==> config.mk <==
export PLATFORM = sky130hd
export DESIGN_NAME = quad_cell_centroid_core
export DESIGN_NICKNAME = d
export VERILOG_FILES = /design/src/qcc_pkg.sv /design/src/qcc_div_stage.sv /design/src/quad_cell_centroid_core.sv
export SDC_FILE = /design/constraint.sdc
export NUM_CORES = 2
export LEC_CHECK = 0
export BUFFER_PORTS_ARGS = -buffer_cell sky130_fd_sc_hd__buf_4
export CELL_PAD_IN_SITES_DETAIL_PLACEMENT = 2
export CELL_PAD_IN_SITES_GLOBAL_PLACEMENT = 2
export CORE_MARGIN = 2
export CORE_UTILIZATION = 47
export CTS_CLUSTER_SIZE = 12
export DETAILED_ROUTE_END_ITERATION = 8
export HOLD_SLACK_MARGIN = 0.12
export PLACE_DENSITY_LB_ADDON = 0.1
export SYNTH_ARGS = -nofsm -noshare
export SYNTH_HDL_FRONTEND = slang
export SYNTH_SLANG_ARGS = --single-unit
==> constraint.sdc <==
create_clock -name clk_i -period 107.8 [get_ports clk_i]
set_clock_uncertainty 0.1 [all_clocks]
set_input_delay 5.39 -clock clk_i [delete_from_list [all_inputs] [get_ports clk_i]]
set_output_delay 5.39 -clock clk_i [all_outputs]
set_load 0.05 [all_outputs]
==> src/qcc_pkg.sv <==
// qcc_pkg: shared widths, types and the tilt rounding function of the quad-cell centroid core
`timescale 1ns / 1ps

package qcc_pkg;

  localparam int PIXEL_BITS = 16;
  localparam int GRID_BITS  = 6;

  localparam int FLUX_W  = PIXEL_BITS + 2;
  localparam int PAIR_W  = PIXEL_BITS + 1;
  localparam int TILT_W  = 16;
  localparam int SLOT_W  = 13;
  localparam int WIDTH_W = 7;

  localparam logic [WIDTH_W-1:0] WIDTH_RESET = WIDTH_W'(64);

  // quotient carries two extra bits: one dropped, one for round half up
  localparam int QUO_W      = TILT_W + 2;
  localparam int REM_W      = FLUX_W + 1;
  localparam int DIV_STEPS  = 2;
  localparam int DIV_STAGES = (QUO_W + DIV_STEPS - 1) / DIV_STEPS;
  localparam int NSTG       = DIV_STAGES + 3;

  localparam int IN_W        = 4 * PIXEL_BITS + 2 * GRID_BITS;
  localparam int IN_TDATA_W  = ((IN_W + 7) / 8) * 8;
  localparam int OUT_W       = FLUX_W + 2 * TILT_W + 2 * SLOT_W;
  localparam int OUT_TDATA_W = ((OUT_W + 7) / 8) * 8;

  localparam logic [TILT_W-1:0] TILT_MAX = {1'b0, {(TILT_W-1){1'b1}}};

  typedef struct packed {
    logic [FLUX_W-1:0] flux;
    logic              zf;
    logic              neg_x;
    logic              neg_y;
    logic [SLOT_W-1:0] x_slot;
    logic [SLOT_W-1:0] y_slot;
  } side_t;

  function automatic logic [TILT_W-1:0] tilt_round(input logic [QUO_W-1:0] quo,
                                                   input logic neg,
                                                   input logic zf);
    logic [QUO_W-1:0] sum;
    logic [TILT_W:0]  q;
    logic [TILT_W-1:0] res;
    sum = {1'b0, quo[QUO_W-1:1]} + QUO_W'(1);
    q   = sum[TILT_W+1:1];
    if (zf) begin
      res = '0;
    end else if (neg) begin
      res = ~q[TILT_W-1:0] + TILT_W'(1);
    end else if (q > {1'b0, TILT_MAX}) begin
      res = TILT_MAX;
    end else begin
      res = q[TILT_W-1:0];
    end
    return res;
  endfunction

endpackage

==> src/qcc_div_stage.sv <==
// qcc_div_stage: one registered stage of the restoring divider, two quotient bits per stage
`timescale 1ns / 1ps

module qcc_div_stage (
  input  logic                      clk_i,
  input  logic                      en_i,
  input  logic [qcc_pkg::REM_W-1:0]  rem_i,
  input  logic [qcc_pkg::QUO_W-1:0]  quo_i,
  input  logic [qcc_pkg::FLUX_W-1:0] div_i,
  output logic [qcc_pkg::REM_W-1:0]  rem_o,
  output logic [qcc_pkg::QUO_W-1:0]  quo_o
);
  import qcc_pkg::*;

  logic [REM_W-1:0] rem_d, rem_q;
  logic [QUO_W-1:0] quo_d, quo_q;

  always_comb begin
    logic [REM_W-1:0] r;
    logic [QUO_W-1:0] q;
    logic             ge;
    r = rem_i;
    q = quo_i;
    for (int k = 0; k < DIV_STEPS; k++) begin
      ge = (r >= {1'b0, div_i});
      if (ge) begin
        r = r - {1'b0, div_i};
      end
      q = {q[QUO_W-2:0], ge};
      r = {r[REM_W-2:0], 1'b0};
    end
    rem_d = r;
    quo_d = q;
  end

  always_ff @(posedge clk_i) begin
    if (en_i) begin
      rem_q <= rem_d;
      quo_q <= quo_d;
    end
  end

  assign rem_o = rem_q;
  assign quo_o = quo_q;

endmodule

==> src/quad_cell_centroid_core.sv <==
// quad_cell_centroid_core: pipelined quad-cell flux, normalized tilts and slope-map addresses
//
//  channel  dir  handshake                     payload
//  s_axis   in   s_axis_tvalid/s_axis_tready   tdata: ll, lr, ul, ur, grid_x, grid_y
//  m_axis   out  m_axis_tvalid/m_axis_tready   tdata: flux, tilt_x, tilt_y, x_slot, y_slot
//                                              tuser: zero_flux
//  cfg      in   cfg_we_i                      cfg_wdata_i: out_map_width
//
//  one item per cycle while the output is not stalled
//  stages: pixel sums, magnitude and sign, nine divider stages, rounding and output
//  the divider retires two quotient bits per stage, which sets the depth
//  one shared enable advances every stage; it is high when the output is empty or taken
//  reset clears the valid bits and sets out_map_width to 64
`timescale 1ns / 1ps

module quad_cell_centroid_core (
  input  logic                           clk_i,
  input  logic                           rst_ni,
  input  logic                           cfg_we_i,
  input  logic [qcc_pkg::WIDTH_W-1:0]     cfg_wdata_i,
  input  logic                           s_axis_tvalid,
  output logic                           s_axis_tready,
  // pixel_ll, pixel_lr, pixel_ul, pixel_ur, grid_x, grid_y, zero pad
  input  logic [qcc_pkg::IN_TDATA_W-1:0]  s_axis_tdata,
  output logic                           m_axis_tvalid,
  input  logic                           m_axis_tready,
  // total_flux, tilt_x, tilt_y, x_slot, y_slot, zero pad
  output logic [qcc_pkg::OUT_TDATA_W-1:0] m_axis_tdata,
  // zero_flux
  output logic                           m_axis_tuser
);
  import qcc_pkg::*;

  logic                 en;
  logic [NSTG-1:0]      v_q;
  logic [WIDTH_W-1:0]   width_q;

  logic [PIXEL_BITS-1:0] ll, lr, ul, ur;
  logic [GRID_BITS-1:0]  gx, gy;
  logic [GRID_BITS+WIDTH_W:0] prod;

  logic [FLUX_W-1:0] flux0_q;
  logic [PAIR_W-1:0] px0_q, nx0_q, py0_q, ny0_q;
  logic [SLOT_W-1:0] xs0_q;

  side_t            side_q [1:NSTG-2];
  side_t            side1_d;
  logic [PAIR_W-1:0] mag_x_d, mag_y_d;
  logic [REM_W-1:0]  rem_x1_q, rem_y1_q;

  logic [REM_W-1:0] rem_x [DIV_STAGES];
  logic [REM_W-1:0] rem_y [DIV_STAGES];
  logic [QUO_W-1:0] quo_x [DIV_STAGES];
  logic [QUO_W-1:0] quo_y [DIV_STAGES];

  logic [FLUX_W-1:0] flux_q;
  logic [TILT_W-1:0] tx_q, ty_q;
  logic [SLOT_W-1:0] xs_q, ys_q;
  logic              zf_q;

  assign en            = m_axis_tready || !v_q[NSTG-1];
  assign s_axis_tready = en;

  assign ll = s_axis_tdata[PIXEL_BITS-1:0];
  assign lr = s_axis_tdata[2*PIXEL_BITS-1:PIXEL_BITS];
  assign ul = s_axis_tdata[3*PIXEL_BITS-1:2*PIXEL_BITS];
  assign ur = s_axis_tdata[4*PIXEL_BITS-1:3*PIXEL_BITS];
  assign gx = s_axis_tdata[4*PIXEL_BITS+GRID_BITS-1:4*PIXEL_BITS];
  assign gy = s_axis_tdata[4*PIXEL_BITS+2*GRID_BITS-1:4*PIXEL_BITS+GRID_BITS];
  assign prod = gy * {width_q, 1'b0};

  always_ff @(posedge clk_i or negedge rst_ni) begin
    if (!rst_ni) begin
      width_q <= WIDTH_RESET;
      v_q     <= '0;
    end else begin
      if (cfg_we_i) begin
        width_q <= cfg_wdata_i;
      end
      if (en) begin
        v_q <= {v_q[NSTG-2:0], s_axis_tvalid};
      end
    end
  end

  // stage 0: pair sums, flux, x address
  always_ff @(posedge clk_i) begin
    if (en) begin
      flux0_q <= FLUX_W'(ll) + FLUX_W'(lr) + FLUX_W'(ul) + FLUX_W'(ur);
      px0_q   <= PAIR_W'(lr) + PAIR_W'(ur);
      nx0_q   <= PAIR_W'(ll) + PAIR_W'(ul);
      py0_q   <= PAIR_W'(ul) + PAIR_W'(ur);
      ny0_q   <= PAIR_W'(ll) + PAIR_W'(lr);
      xs0_q   <= SLOT_W'(prod + (GRID_BITS+WIDTH_W+1)'(gx));
    end
  end

  // stage 1: sign and magnitude of each numerator, y address
  always_comb begin
    side1_d.flux   = flux0_q;
    side1_d.zf     = (flux0_q == '0);
    side1_d.neg_x  = nx0_q > px0_q;
    side1_d.neg_y  = ny0_q > py0_q;
    side1_d.x_slot = xs0_q;
    side1_d.y_slot = xs0_q + SLOT_W'(width_q);
    mag_x_d = side1_d.neg_x ? nx0_q - px0_q : px0_q - nx0_q;
    mag_y_d = side1_d.neg_y ? ny0_q - py0_q : py0_q - ny0_q;
  end

  always_ff @(posedge clk_i) begin
    if (en) begin
      side_q[1] <= side1_d;
      rem_x1_q  <= REM_W'(mag_x_d);
      rem_y1_q  <= REM_W'(mag_y_d);
      for (int s = 2; s <= NSTG-2; s++) begin
        side_q[s] <= side_q[s-1];
      end
    end
  end

  for (genvar i = 0; i < DIV_STAGES; i++) begin : g_div
    if (i == 0) begin : g_first
      qcc_div_stage u_div_x (
        .clk_i, .en_i(en), .rem_i(rem_x1_q), .quo_i('0), .div_i(side_q[1].flux),
        .rem_o(rem_x[i]), .quo_o(quo_x[i])
      );
      qcc_div_stage u_div_y (
        .clk_i, .en_i(en), .rem_i(rem_y1_q), .quo_i('0), .div_i(side_q[1].flux),
        .rem_o(rem_y[i]), .quo_o(quo_y[i])
      );
    end else begin : g_next
      qcc_div_stage u_div_x (
        .clk_i, .en_i(en), .rem_i(rem_x[i-1]), .quo_i(quo_x[i-1]),
        .div_i(side_q[i+1].flux), .rem_o(rem_x[i]), .quo_o(quo_x[i])
      );
      qcc_div_stage u_div_y (
        .clk_i, .en_i(en), .rem_i(rem_y[i-1]), .quo_i(quo_y[i-1]),
        .div_i(side_q[i+1].flux), .rem_o(rem_y[i]), .quo_o(quo_y[i])
      );
    end
  end

  // output stage: round half up, sign, saturate
  always_ff @(posedge clk_i) begin
    if (en) begin
      flux_q <= side_q[NSTG-2].flux;
      zf_q   <= side_q[NSTG-2].zf;
      xs_q   <= side_q[NSTG-2].x_slot;
      ys_q   <= side_q[NSTG-2].y_slot;
      tx_q   <= tilt_round(quo_x[DIV_STAGES-1], side_q[NSTG-2].neg_x, side_q[NSTG-2].zf);
      ty_q   <= tilt_round(quo_y[DIV_STAGES-1], side_q[NSTG-2].neg_y, side_q[NSTG-2].zf);
    end
  end

  assign m_axis_tvalid = v_q[NSTG-1];
  assign m_axis_tdata  = OUT_TDATA_W'({ys_q, xs_q, ty_q, tx_q, flux_q});
  assign m_axis_tuser  = zf_q;

  // rem outputs of the last stage are not needed
  logic unused_rem;
  assign unused_rem = ^{rem_x[DIV_STAGES-1], rem_y[DIV_STAGES-1]};

endmodule

* Yosys cells after proc, flatten, opt, wreduce, memory -nomap -nowiden
Memory sizes are Yosys's and may differ from the RTL's.
Cells that the tools add are included.
** Word-level totals
- Bits in registers :: 697
- RAM bits :: 470
- Input bits :: 92
- Output and inout bits :: 83
- Logic and storage cells :: 206
- Memories :: 1
** Memory list
- side_q :: depth 10, bits a word 47, rd ports 10, clocked after memory_dff 0, write ports 10, RTL line quad_cell_centroid_core.sv:46 : side_t side_q [1:NSTG-2];
** Cells by class
- Add/sub/neg operators :: 51
- Multiply operators :: 1
- $lt $le $gt $ge :: 40
- Muxes and demuxes :: 42
- Bitwise operators :: 2
- Reductions and logical operators :: 3
** Operators with widths (count)
- $ge A19 B18 Y1 :: 34
- $mux W18 :: 34
- $sub A18 B18 Y18 :: 32
- $add A16 B16 Y17 :: 5
- $sub A17 B17 Y17 :: 4
- $mux W16 :: 4
- $add A17 B1 Y18 const B :: 2
- $ge A17 B18 Y1 :: 2
- $sub A17 B18 Y18 :: 2
- $gt A17 B15 Y1 const B :: 2
- $gt A17 B17 Y1 :: 2
- $mux W17 :: 2
- $add A16 B1 Y16 const B :: 2
- $not A16 Y16 :: 2
- $add A17 B16 Y18 :: 1
- $add A18 B16 Y18 :: 1
- $logic_not A18 Y1 :: 1
- $add A13 B6 Y13 :: 1
- $add A13 B7 Y13 :: 1
- $mul A6 B7 Y12 :: 1
- $mux W1 :: 2
- $logic_not A1 Y1 :: 1
- $logic_or A1 B1 Y1 :: 1

* Longest topological paths before layout
An unclocked memory read counts as a cell.
- Depth after elaboration :: 5
- Gate-level depth with buffers :: 28
- Gate-level depth less buffers :: 23

* Modules after synthesis
Synthesis repeated with hierarchy kept, for this count alone.
** Second synthesis, totals
- Cells, all modules :: 8028
- Area total of the unflattened synthesis :: 90624.4 sq um
** By module, submodules not included
- qcc_div_stage at g_div[0].g_first.u_div_x ... :: instances 10, cells each 319, area an instance 3225.6 sq um, sequential area each 1081.0 sq um
- quad_cell_centroid_core :: instances 1, cells each 2163, area an instance 31899.3 sq um, sequential area each 20896.3 sq um
- qcc_div_stage at g_div[3].g_next.u_div_x ... :: instances 6, cells each 335, area an instance 3314.4 sq um, sequential area each 1081.0 sq um
- qcc_div_stage at g_div[2].g_next.u_div_y :: instances 1, cells each 343, area an instance 3309.4 sq um, sequential area each 1081.0 sq um
- qcc_div_stage at g_div[7].g_next.u_div_x :: instances 1, cells each 322, area an instance 3273.1 sq um, sequential area each 1081.0 sq um

* Worst setup path after synthesis
No wires, ideal clock.
- Kind :: input -> output
- Start point :: input port m_axis_tready
- End point :: output port s_axis_tready
- Data arrival time :: 36891 ps
- Required time :: 102310 ps
- Slack :: 65419 ps
- Cell stages on the path :: 2
- Path buffers :: 1
- Cell sequence :: nand2b_1 -> buf_1
** On the way
- Longest elaborated chain between the ends :: 1
** Ends and longest elaborated chain
- start: declaration :: RTL line quad_cell_centroid_core.sv:26 : input logic m_axis_tready,
- $logic_or A1 B1 Y1 :: RTL line quad_cell_centroid_core.sv:61 : assign en = m_axis_tready || !v_q[NSTG-1];
- end: declaration :: RTL line quad_cell_centroid_core.sv:22 : output logic s_axis_tready,
Every way passes these cells.

* Worst setup path in the final report
Ends and elaborated chain as after synthesis.

==> flow_metrics.env <==
export IMPL_maxCapViolCount=0
export IMPL_cts_setup_buffers=0
export IMPL_cts_hold_buffers=0
export IMPL_route_detailed_drc=0
export IMPL_r2r_slack_ns=99.84
export IMPL_seq_area_frac_synth=0.442
export IMPL_synth_seq_cells=1165
export IMPL_ant_nets=0
export IMPL_synth_edf_count=1146
export IMPL_area_growth_pct=10.8
export IMPL_critPathArrivalTime_ns=6.50
export IMPL_path_class="in -> out"
export IMPL_row_count=150
export IMPL_yosys_area_top_type_share=0.436
export IMPL_grt_pass1_wl_um=428000
export IMPL_grt_pass1_vias=67500
export IMPL_cts_buffer_depth=3
export IMPL_synthCells=7241
export IMPL_dieHeight_um=414
export IMPL_dr_pass1_iters=5
export IMPL_setup_viol=0
export IMPL_critPathCaptureType="output port"
export IMPL_cts_sinks=1165
export IMPL_status="complete, no violations"
export IMPL_netlist_area_um2=79000
export IMPL_path_cells="buf_4 -> nand2b_4 -> buf_4"
export IMPL_clkTransAtPathRegs_ns=0.05
export IMPL_placed_area_um2=82800
export IMPL_worstRegToRegCells=19
export IMPL_grt_max_degree=176
export IMPL_layout_cells_non_filler=9789
export IMPL_ys_warn_count=0
export IMPL_ys_types=95
export IMPL_core_um2=167000
export IMPL_finalSetupTns_ns=0
export IMPL_dieArea_um2=171000
export IMPL_htreeDepth=4
export IMPL_synth_area_leaders="edfxtp_1, ha_1, mux2_2"
export IMPL_min_from="g_div[4].g_next.u_div_y.quo_o[8]"
export IMPL_finalInstanceArea_um2=87500
export IMPL_place_inst=9531
export IMPL_num_nets_final=8420
export IMPL_crit_reg2reg_launch="side_q[0][174]"
export IMPL_cts_resized=0
export IMPL_clock_fmax_mhz=83.4
export IMPL_cp_max_fo=55
export IMPL_cts_buffers=140
export IMPL_critPathRequiredTime_ns=102.31
export IMPL_die_x_um=414
export IMPL_ys_flop_type="edfxtp_1"
export IMPL_r2r_end="g_div[2].g_next.u_div_y.rem_o[2]"
export IMPL_endpoint="s_axis_tready"
export IMPL_track_usage=0.329
export IMPL_drt_wirelength_per_cell_um=29.1
export IMPL_period_minus_slack_ns=11.99
export IMPL_vias_per_cell=6.22
export IMPL_portBuffers=166
export IMPL_maxSlewHeadroom=0.141
export IMPL_io_pins=175
export IMPL_crit_slowest_cell="nand2b_4"
export IMPL_place_congestion=0.890
export IMPL_hold_path_class="reg -> reg"
export IMPL_tightest_slew_ns=1.29
export IMPL_synthArstFlopShare=0.0163
export IMPL_cts_tree="yes"
export IMPL_drtIter0Drc=4037
export IMPL_antenna_found_initial=9
export IMPL_finalCritPeriodShare=0.111
export IMPL_slew_violations=0
export IMPL_layout_drive_gt1_share=0.119
export IMPL_start_util=0.473
export IMPL_dp_hpwl_um=212000
export IMPL_cp_start_kind="input port"
export IMPL_vias=60900
export IMPL_routed_wl_um=285000
export IMPL_synth_top_area_cell="edfxtp_1"
export IMPL_cpPeakStageDelay_ns=0.67
export IMPL_hold_viol=0
export IMPL_crit_top_cell="buf_4"
export IMPL_clkLatencyLatePin_ns=0.84
export IMPL_startpoint="m_axis_tready"
export IMPL_syn_area_per_cell_um2=10.9
export IMPL_grt_overflow_total=0
export IMPL_cts_root_buf="clkbuf_16"
export IMPL_rsz0062_at_grt="no"
per-layer routing:
layer / GRT usage / vias up / wire (um)
li1: - / 27400 / -
met1: 0.402 / 31200 / 117000
met4: 0.142 / 6 / 13100
met3: 0.0450 / 615 / 12500
met2: 0.578 / 1694 / 142000
met5: 0 / - / 42
state kept, by name (all words and copies together) (netlist names), 17 cells and up:
name,count
ny0_q,17
g_div.g_first.u_div_x.rem_o,18
nx0_q,17
rem_x1_q,17
side_q,470
g_div.g_next.u_div_y.quo_o,87
g_div.g_first.u_div_y.rem_o,18
g_div.g_next.u_div_x.rem_o,126
g_div.g_next.u_div_y.rem_o,126
flux0_q,18
py0_q,17
flux_q,18
px0_q,17
rem_y1_q,17
g_div.g_next.u_div_x.quo_o,87
synth_stat cells, drive strengths merged, types with 74 or more instances:
cell	count
edfxtp	1146
ha	779
a21oi	595
nor2	532
inv	480
xnor2	430
mux2	398
nand2	372
o21ai	354
a21o	214
xor2	180
nor3	151
nand3	132
o21a	104
nand4	94
clkbuf	89
fa	80
and2	79
o21bai	76
nor2b	74
metrics by stage:
step,hold slack (ns),setup slack [ns],util
2_1_floorplan,0.300,65.42,-
3_3_place_gp,0.300,95.83,0.496
3_5_place_dp,0.305,95.79,0.496
4_1_cts,0.306,95.78,0.524
5_1_grt,0.313,95.75,0.524
6_report,0.303,95.81,0.524
worst min-delay path by stage:
stage / to / slack [ns] / depth (start not counted)
after global routing: side_q[0][330] / 0.31 / 0
after detailed placement: side_q[0][194] / 0.31 / 0
final: g_div[5].g_next.u_div_y.quo_o[10] / 0.30 / 0
after global placement: side_q[0][423] / 0.30 / 0
after floorplan: flux_q[0] / 0.30 / 0
after CTS: side_q[0][330] / 0.31 / 0
cells in the final DEF, fill, tap and decap left out, types with 214 or more instances in the layout:
| cell | synthesis | routed |
|---|---|---|
| edfxtp_1 | 1146 | 1146 |
| ha_1 | 779 | 779 |
| a21oi_1 | 595 | 593 |
| nor2_1 | 530 | 529 |
| inv_1 | 476 | 476 |
| xnor2_1 | 430 | 430 |
| mux2_2 | 390 | 390 |
| nand2_1 | 372 | 372 |
| o21ai_0 | 347 | 347 |
| a21o_1 | 214 | 214 |
layout make-up:
type                       count  area, um2
tap                         2204       2760
timing repair buffer         200       1510
multi-input combinational   5482      41800
fill                       16600      79500
clock inverter                85       1040
clock buffer                 170       3640
antenna                        3       7.51
inverter                     480       1800
sequential                  1165      34900
cell families (layout without fill, tap and decap cells):
kind of cell             after synthesis  after routing  share of synthesized area
AO/OA/AOI/OAI                       1824           1824                      0.149
XOR/XNOR                             610            610                     0.0676
adder cells (fa/ha/maj)              859            859                      0.144
buffers and inverters                597            935                     0.0291
flip-flops                          1165           1165                      0.442
multiplexers                         437            437                     0.0620
other                                  1              7                  0.0000475
AND/OR/NAND/NOR                     1748           1748                      0.107
worst max-delay path, delay by kind of cell:
kind | cells | cell delay, ns
buffers and inverters | 2 | 0.42
AND/OR/NAND/NOR | 1 | 0.67
Power is not shown: default switching activity piles up to over one toggle a cycle in this logic, so the estimate is an artifact.
